[src/design/sorm_pkg.sv]
// Shared types and constants for the segment overlap raster map.
// No dependencies; imported by the top level, the controller and the datapath.
`timescale 1ns / 1ps
`default_nettype none
package sorm_pkg;

  localparam int COORD_W = 10;            // end point coordinate width
  localparam int OC_W    = COORD_W + 2;   // signed walk coordinate, covers -1023..2046
  localparam int CNT_W   = 21;            // overlap count width
  localparam logic [CNT_W-1:0] COUNT_MAX = {CNT_W{1'b1}};

  // segment class register codes
  localparam logic CLASS_AXIS = 1'b0;
  localparam logic CLASS_DIAG = 1'b1;

  // cell hit counter values
  localparam logic [1:0] HITS_ONE = 2'd1;
  localparam logic [1:0] HITS_TWO = 2'd2;

  typedef struct packed {
    logic [COORD_W-1:0] start_x;
    logic [COORD_W-1:0] start_y;
    logic [COORD_W-1:0] end_x;
    logic [COORD_W-1:0] end_y;
  } in_item_t;

  typedef struct packed {
    logic [CNT_W-1:0] overlap_count;
    logic             segment_drawn;
  } out_item_t;

  typedef enum logic [2:0] {
    ST_CLEAR,
    ST_IDLE,
    ST_SETUP,
    ST_WALK,
    ST_DRAIN,
    ST_RESULT
  } state_t;

  // controller to datapath commands
  typedef struct packed {
    logic clear;   // write zero at the clear address and advance it
    logic load;    // capture the incoming segment
    logic setup;   // derive walk range and direction from the segment
    logic step;    // visit the current cell and advance the walk
  } ctrl_cmd_t;

  // datapath to controller status
  typedef struct packed {
    logic clear_last;  // clear address is at the last entry
    logic draw;        // segment matches the selected class
    logic walk_last;   // current cell is the last of the segment
  } dp_stat_t;

endpackage
`default_nettype wire

[src/design/sorm_ctrl.sv]
// Controller state machine: clear sweep, segment load, walk, result strobe.
// Uses sorm_pkg.
`timescale 1ns / 1ps
`default_nettype none
module sorm_ctrl
  import sorm_pkg::*;
(
  input  wire logic     clk,
  input  wire logic     rst_n,
  input  wire logic     start,
  input  wire dp_stat_t stat,
  output ctrl_cmd_t     cmd,
  output logic          busy,
  output logic          out_valid
);

  state_t state_r, state_nxt;

  always_ff @(posedge clk) begin
    if (!rst_n) begin
      state_r <= ST_CLEAR;
    end else begin
      state_r <= state_nxt;
    end
  end

  // next state
  always_comb begin
    state_nxt = state_r;
    unique case (state_r)
      ST_CLEAR:  if (stat.clear_last) state_nxt = ST_IDLE;
      ST_IDLE:   if (start) state_nxt = ST_SETUP;
      ST_SETUP:  state_nxt = stat.draw ? ST_WALK : ST_RESULT;
      ST_WALK:   if (stat.walk_last) state_nxt = ST_DRAIN;
      ST_DRAIN:  state_nxt = ST_RESULT;
      ST_RESULT: state_nxt = ST_IDLE;
      default:   state_nxt = ST_IDLE;
    endcase
  end

  // outputs
  always_comb begin
    cmd       = '0;
    busy      = 1'b1;
    out_valid = 1'b0;
    unique case (state_r)
      ST_CLEAR:  cmd.clear = 1'b1;
      ST_IDLE: begin
        busy     = 1'b0;
        cmd.load = start;
      end
      ST_SETUP:  cmd.setup = 1'b1;
      ST_WALK:   cmd.step = 1'b1;
      ST_DRAIN:  ;
      ST_RESULT: out_valid = 1'b1;
      default:   busy = 1'b1;
    endcase
  end

endmodule
`default_nettype wire
[config.mk]
export PLATFORM = sky130hd
export DESIGN_NAME = sorm_ctrl
export DESIGN_NICKNAME = d
export VERILOG_FILES = /design/src/design/sorm_pkg.sv /design/src/design/sorm_ctrl.sv
export SDC_FILE = /design/constraint.sdc
export NUM_CORES = 1
export LEC_CHECK = 0
export ABC_AREA = 1
export BUFFER_PORTS_ARGS = -buffer_cell sky130_fd_sc_hd__buf_2
export CAP_MARGIN = 15
export CELL_PAD_IN_SITES_DETAIL_PLACEMENT = 0
export CELL_PAD_IN_SITES_GLOBAL_PLACEMENT = 1
export CORE_AREA = 5 5 42 44
export CTS_CLUSTER_DIAMETER = 120
export CTS_CLUSTER_SIZE = 40
export DETAILED_ROUTE_END_ITERATION = 7
export DIE_AREA = 0 0 47 49
export HOLD_SLACK_MARGIN = 0.03
export PLACE_DENSITY_LB_ADDON = 0.1
export SLEW_MARGIN = 20
export SYNTH_ARGS = -nofsm -noshare
export SYNTH_HDL_FRONTEND = slang
export SYNTH_SLANG_ARGS = --single-unit
[constraint.sdc]
create_clock -name clk -period 1.6 [get_ports clk]
set_input_delay 0.32 -clock clk [delete_from_list [all_inputs] [get_ports clk]]
set_output_delay 0.32 -clock clk [all_outputs]
set_load 0.005 [all_outputs]
# After elaboration in Yosys (flattened, before gate mapping)
# Cells that the tools add are included.
[word_totals]
register_bits = 3
input_bits = 6
output_inout_bits = 6
word_cells = 22
[classes]
eq_ne = 8
mux = 11
n_reduce_logical = 2
[op_table]
columns = ["cell", "n"]
rows = [
  ["one-hot mux 3 bit (5 select lines)", 1],
  ["2-to-1 mux 3 bit", 4],
  ["== test 3 x 2 -> 1 bit (second input constant)", 2],
  ["== test 3 bit (second input constant)", 2],
  ["2-to-1 mux 1 bit", 6],
  ["!= test 2 bit (second input constant)", 3],
  ["== test 3 x 1 -> 1 bit (second input constant)", 1],
  ["zero test 3 bit", 1],
  ["AND reduction 3 bit", 1],
]

# Longest topological paths before layout
[logic_depth]
ltp_word = 3
mapped_depth = 7
depth_no_buf = 7

# Worst setup path before layout
# No wires, ideal clock.
[synth_path]
path_kind = "flip-flop to output port"
startpoint = "register state_r[0]"
endpoint = "output cmd[2] (netlist bit)"
arrival_time_ps = 751
t_required_ps = 1280
setup_slack_ps = 529
stages_incl_launch_ff = 5
path_buffers = 0
cell_sequence = "dfxtp_1 inv_1 nor2_2 nand2_1 nor2_1"
[synth_rtl]
columns = ["element", "line", "rtl"]
rows = [
  ["start: declaration", "sorm_ctrl.sv:17", "state_t state_r, state_nxt;"],
  ["start signal: assignment", "sorm_ctrl.sv:23", "state_r <= state_nxt;"],
  ["end: declaration", "sorm_ctrl.sv:12", "output ctrl_cmd_t cmd,"],
]

==> run_summary.xml <==
<?xml version="1.0" encoding="UTF-8"?>
<metrics>
  <group name="status">
    <metric name="status" unit="">finished, final reports clean</metric>
  </group>
  <group name="synth">
    <metric name="post_synth_instance_area" unit="sq um">217.7</metric>
    <metric name="synth_top_area_frac" unit="">0.2759</metric>
    <metric name="synth-seq-cells" unit="">3</metric>
    <metric name="yosysUniqueCellTypes" unit="">11</metric>
    <metric name="syn_nets" unit="">42</metric>
    <metric name="synthDominantAreaCellType" unit="">sky130_fd_sc_hd__dfxtp_1</metric>
    <metric name="synth_sequential_area_ratio" unit="">0.2759</metric>
    <metric name="cell_types_with_the_largest_area_share_after_synthesis" unit="">sky130_fd_sc_hd__dfxtp_1, sky130_fd_sc_hd__inv_1, sky130_fd_sc_hd__nand2_1</metric>
    <metric name="syn-mean-instance-area" unit="sq um">6.047</metric>
    <metric name="synthesized_instance_count" unit="">36</metric>
    <metric name="synth_warnings" unit="">0</metric>
  </group>
  <group name="sta">
    <metric name="timing.final.max_slew_violations" unit="">0</metric>
    <metric name="clock-skew-final" unit="ns">0.004075</metric>
    <metric name="final_hold_fails" unit="">0</metric>
    <metric name="fin_hold_ws" unit="ns">0.3511</metric>
    <metric name="setup_repair_after_global_routing_missed_its_margin" unit="">false</metric>
    <metric name="timing.slew.headroom" unit="">0.8473</metric>
    <metric name="clock.fmax" unit="MHz">691.9</metric>
    <metric name="final-setup-viol-count" unit="">0</metric>
    <metric name="tightest_slew" unit="ns">0.2267</metric>
    <metric name="min_period" unit="ns">1.445</metric>
    <metric name="fin_tns_setup" unit="ns">0</metric>
    <metric name="final.period_utilization" unit="">0.9033</metric>
  </group>
  <group name="placement">
    <metric name="dp_hpwl" unit="um">477.1</metric>
    <metric name="portBuffers" unit="">11</metric>
    <metric name="postPlaceCellArea" unit="sq um">292.8</metric>
    <metric name="place_congestion" unit="">0.7734</metric>
  </group>
  <group name="floorplanning">
    <metric name="initial_utilization" unit="">0.1554</metric>
    <metric name="floorplan.io_pins" unit="">12</metric>
    <metric name="floorplan.rows" unit="">14</metric>
    <metric name="die_width" unit="um">47</metric>
    <metric name="dieArea" unit="sq um">2303</metric>
    <metric name="die_y" unit="um">49</metric>
    <metric name="design.core.area" unit="sq um">1401</metric>
  </group>
  <group name="routing">
    <metric name="drtIter0Drc" unit="">0</metric>
    <metric name="post_drt_via_cell_ratio" unit="">3.881</metric>
    <metric name="drt-pass1-iter-count" unit="">1</metric>
    <metric name="vias" unit="">260</metric>
    <metric name="ant_nets" unit="">0</metric>
    <metric name="wirelength" unit="um">573</metric>
    <metric name="avgRoutedWirePerCell" unit="um">8.552</metric>
    <metric name="post-route-drc-count" unit="">0</metric>
  </group>
  <group name="setup_path">
    <metric name="r2r_slack" unit="ns">0.53</metric>
    <metric name="arrival" unit="ns">1.13</metric>
    <metric name="r2r_cells" unit="">7</metric>
    <metric name="criticalPathCategory" unit="">flop to output port</metric>
    <metric name="critical_path_cell_by_cell" unit="">inv_1, nor2_2, nand2_1, nor2_1, buf_2</metric>
    <metric name="critical_path.slowest_cell" unit="">sky130_fd_sc_hd__dfxtp_1</metric>
    <metric name="cp-start-kind" unit="">flop</metric>
    <metric name="cp_max_fo" unit="">5</metric>
    <metric name="startpoint" unit="">state_r[0]</metric>
    <metric name="crit_required" unit="ns">1.28</metric>
    <metric name="critical-path-max-stage-delay" unit="ns">0.38</metric>
    <metric name="cp-end-kind" unit="">output port</metric>
    <metric name="reg_to_reg_critical_path_endpoint" unit="">state_r[1]</metric>
    <metric name="worst_r2r_startpoint" unit="">state_r[2]</metric>
  </group>
  <group name="global_route">
    <metric name="track_usage" unit="">0.06338</metric>
    <metric name="globalRoute.totalOverflow" unit="">0</metric>
    <metric name="grt_first_pass_wirelength" unit="um">1021</metric>
    <metric name="grt_start_max_net_pins" unit="">8</metric>
    <metric name="vias_in_the_first_global_route" unit="">246</metric>
    <metric name="grt_antenna_before_repair" unit="">0</metric>
  </group>
  <group name="clock_tree">
    <metric name="number_of_buffers_inserted_for_hold_repair_after_clock_tree_synthesis" unit="">0</metric>
    <metric name="tritoncts" unit="">yes</metric>
    <metric name="clkSinkCount" unit="">3</metric>
    <metric name="clk_transition_reported_paths" unit="ns">0.03</metric>
    <metric name="post-cts-setup-buffers" unit="">0</metric>
    <metric name="ctsLongestPathBuffers" unit="">2</metric>
    <metric name="numCtsBuffers" unit="">3</metric>
    <metric name="cts-root-buf" unit="">sky130_fd_sc_hd__clkbuf_4</metric>
    <metric name="post_cts_repair_resize_count" unit="">0</metric>
    <metric name="clock_latency" unit="ns">0.23</metric>
    <metric name="total_number_of_h_tree_levels" unit="">1</metric>
  </group>
  <group name="worst_hold_path">
    <metric name="worstHoldStart" unit="">rst_n</metric>
    <metric name="worstHoldEndpoint" unit="">state_r[0]</metric>
    <metric name="hold_depth" unit="">3</metric>
    <metric name="hold_wc_path_type" unit="">input port to flop</metric>
  </group>
  <group name="power">
    <metric name="clock_power_share" unit="">0.326</metric>
    <metric name="p_seq_frac" unit="">0.283</metric>
    <metric name="p_sw" unit="W">0.0001525</metric>
    <metric name="internal-power" unit="W">0.0002520</metric>
    <metric name="switching_share" unit="">0.3770</metric>
    <metric name="vdd_drop_max" unit="mV">0.5452</metric>
    <metric name="total_leakage_power" unit="nW">0.1764</metric>
    <metric name="p_per_area" unit="nW/um^2">1268</metric>
    <metric name="pwr-share-comb" unit="">0.392</metric>
  </group>
  <group name="finish">
    <metric name="nNetsFinal" unit="">58</metric>
    <metric name="antenna_cells_inserted" unit="">0</metric>
    <metric name="fin_area" unit="sq um">319.1</metric>
    <metric name="max_reg_flops" unit="">3</metric>
    <metric name="largest_registers" unit="">state_r (3)</metric>
    <metric name="final_layout_size_suffix_gt1_frac" unit="">0.3725</metric>
    <metric name="area_growth_syn_to_layout" unit="%">46.55</metric>
    <metric name="largest-register" unit="">state_r</metric>
    <metric name="nFillCells" unit="">172</metric>
  </group>
  <group name="job">
    <metric name="drv_cap" unit="">0</metric>
  </group>
</metrics>
[metrics by stage]
stage | power (W) | cells | utilization | setup slack, ns
after floorplan | 0.0002202 | 36 | - | 0.5291
after global placement | 0.0002807 | 63 | 0.2089 | 0.3856
after detailed placement | 0.0002769 | 63 | 0.2089 | 0.3939
after CTS | 0.0004161 | 67 | 0.2277 | 0.1392
after global routing | 0.0004548 | 67 | 0.2277 | 0.00006006
final | 0.0004045 | 67 | 0.2277 | 0.1547
[placed cells by master, fill, tap and decap left out]
cell type	count
sky130_fd_sc_hd__clkbuf_1	1
sky130_fd_sc_hd__nand3_1	3
sky130_fd_sc_hd__nand2_1	7
sky130_fd_sc_hd__o21ai_0	1
sky130_fd_sc_hd__nor2_2	2
sky130_fd_sc_hd__nor3_1	3
sky130_fd_sc_hd__dfxtp_1	3
sky130_fd_sc_hd__inv_1	8
sky130_fd_sc_hd__buf_2	11
sky130_fd_sc_hd__a21oi_1	2
sky130_fd_sc_hd__nor2_1	4
sky130_fd_sc_hd__a21oi_2	1
sky130_fd_sc_hd__nand3_2	2
sky130_fd_sc_hd__clkbuf_4	3
[cell usage after synthesis]
cell and n:
sky130_fd_sc_hd__nor3_1 3, sky130_fd_sc_hd__a21oi_1 2, sky130_fd_sc_hd__o21ai_0 1, sky130_fd_sc_hd__a21oi_2 1
sky130_fd_sc_hd__nor2_1 4, sky130_fd_sc_hd__inv_1 8, sky130_fd_sc_hd__nor2_2 2, sky130_fd_sc_hd__dfxtp_1 3
sky130_fd_sc_hd__nand2_1 7, sky130_fd_sc_hd__nand3_1 3, sky130_fd_sc_hd__nand3_2 2
[logic make-up (layout without fill, tap and decap cells)]
family,Yosys count,count (layout),share of synthesized area
AND/OR/NAND/NOR,21,21,0.4770
flip-flops,3,3,0.2759
buffers and inverters,8,23,0.1379
AO/OA/AOI/OAI,4,4,0.1092
[layer usage]
metal  vias up  part of all wire  global-route usage
met4         0                 0                   0
li1        142                 -                   -
met1       111              0.43             0.08571
met5         -                 0                   0
met3         0             0.098             0.06642
met2         7              0.47             0.07466
[final cells by class]
type                            count  area [sq um]  area share
Multi-Input combinational cell     25         127.6      0.4000
Sequential cell                     3         60.06      0.1882
Timing Repair Buffer               11         55.05      0.1725
Inverter                            8         30.03     0.09412
Clock buffer                        4         26.28     0.08235
Tap cell                           16         20.02     0.06275
[critical path, delay by kind of cell, from the launching register on]
family | cells | cell delay [ns]
AND/OR/NAND/NOR | 3 | 0.28
buffers and inverters | 2 | 0.23
flip-flops | 1 | 0.38
[worst max path at each step]
stage / to / slack (ns) / cells after the start
2_1_floorplan: cmd[2] / 0.53 / 4
3_3_place_gp: cmd[2] / 0.39 / 5
3_5_place_dp: cmd[2] / 0.39 / 5
4_1_cts: cmd[2] / 0.14 / 5
5_1_grt: cmd[2] / 0.00006 / 5
6_report: cmd[2] / 0.15 / 5
[power groups by stage]
stage	Sequential, W	Combinational (W)	Clock (W)
finish	0.000114	0.000158	0.000132
CTS	0.000114	0.000162	0.000139
global route	0.000118	0.000187	0.000150
floorplan	0.000110	0.000110	0
detailed placement	0.000115	0.000162	0
global placement	0.000118	0.000163	0
No activity file was read; power rests on OpenSTA's default activity.
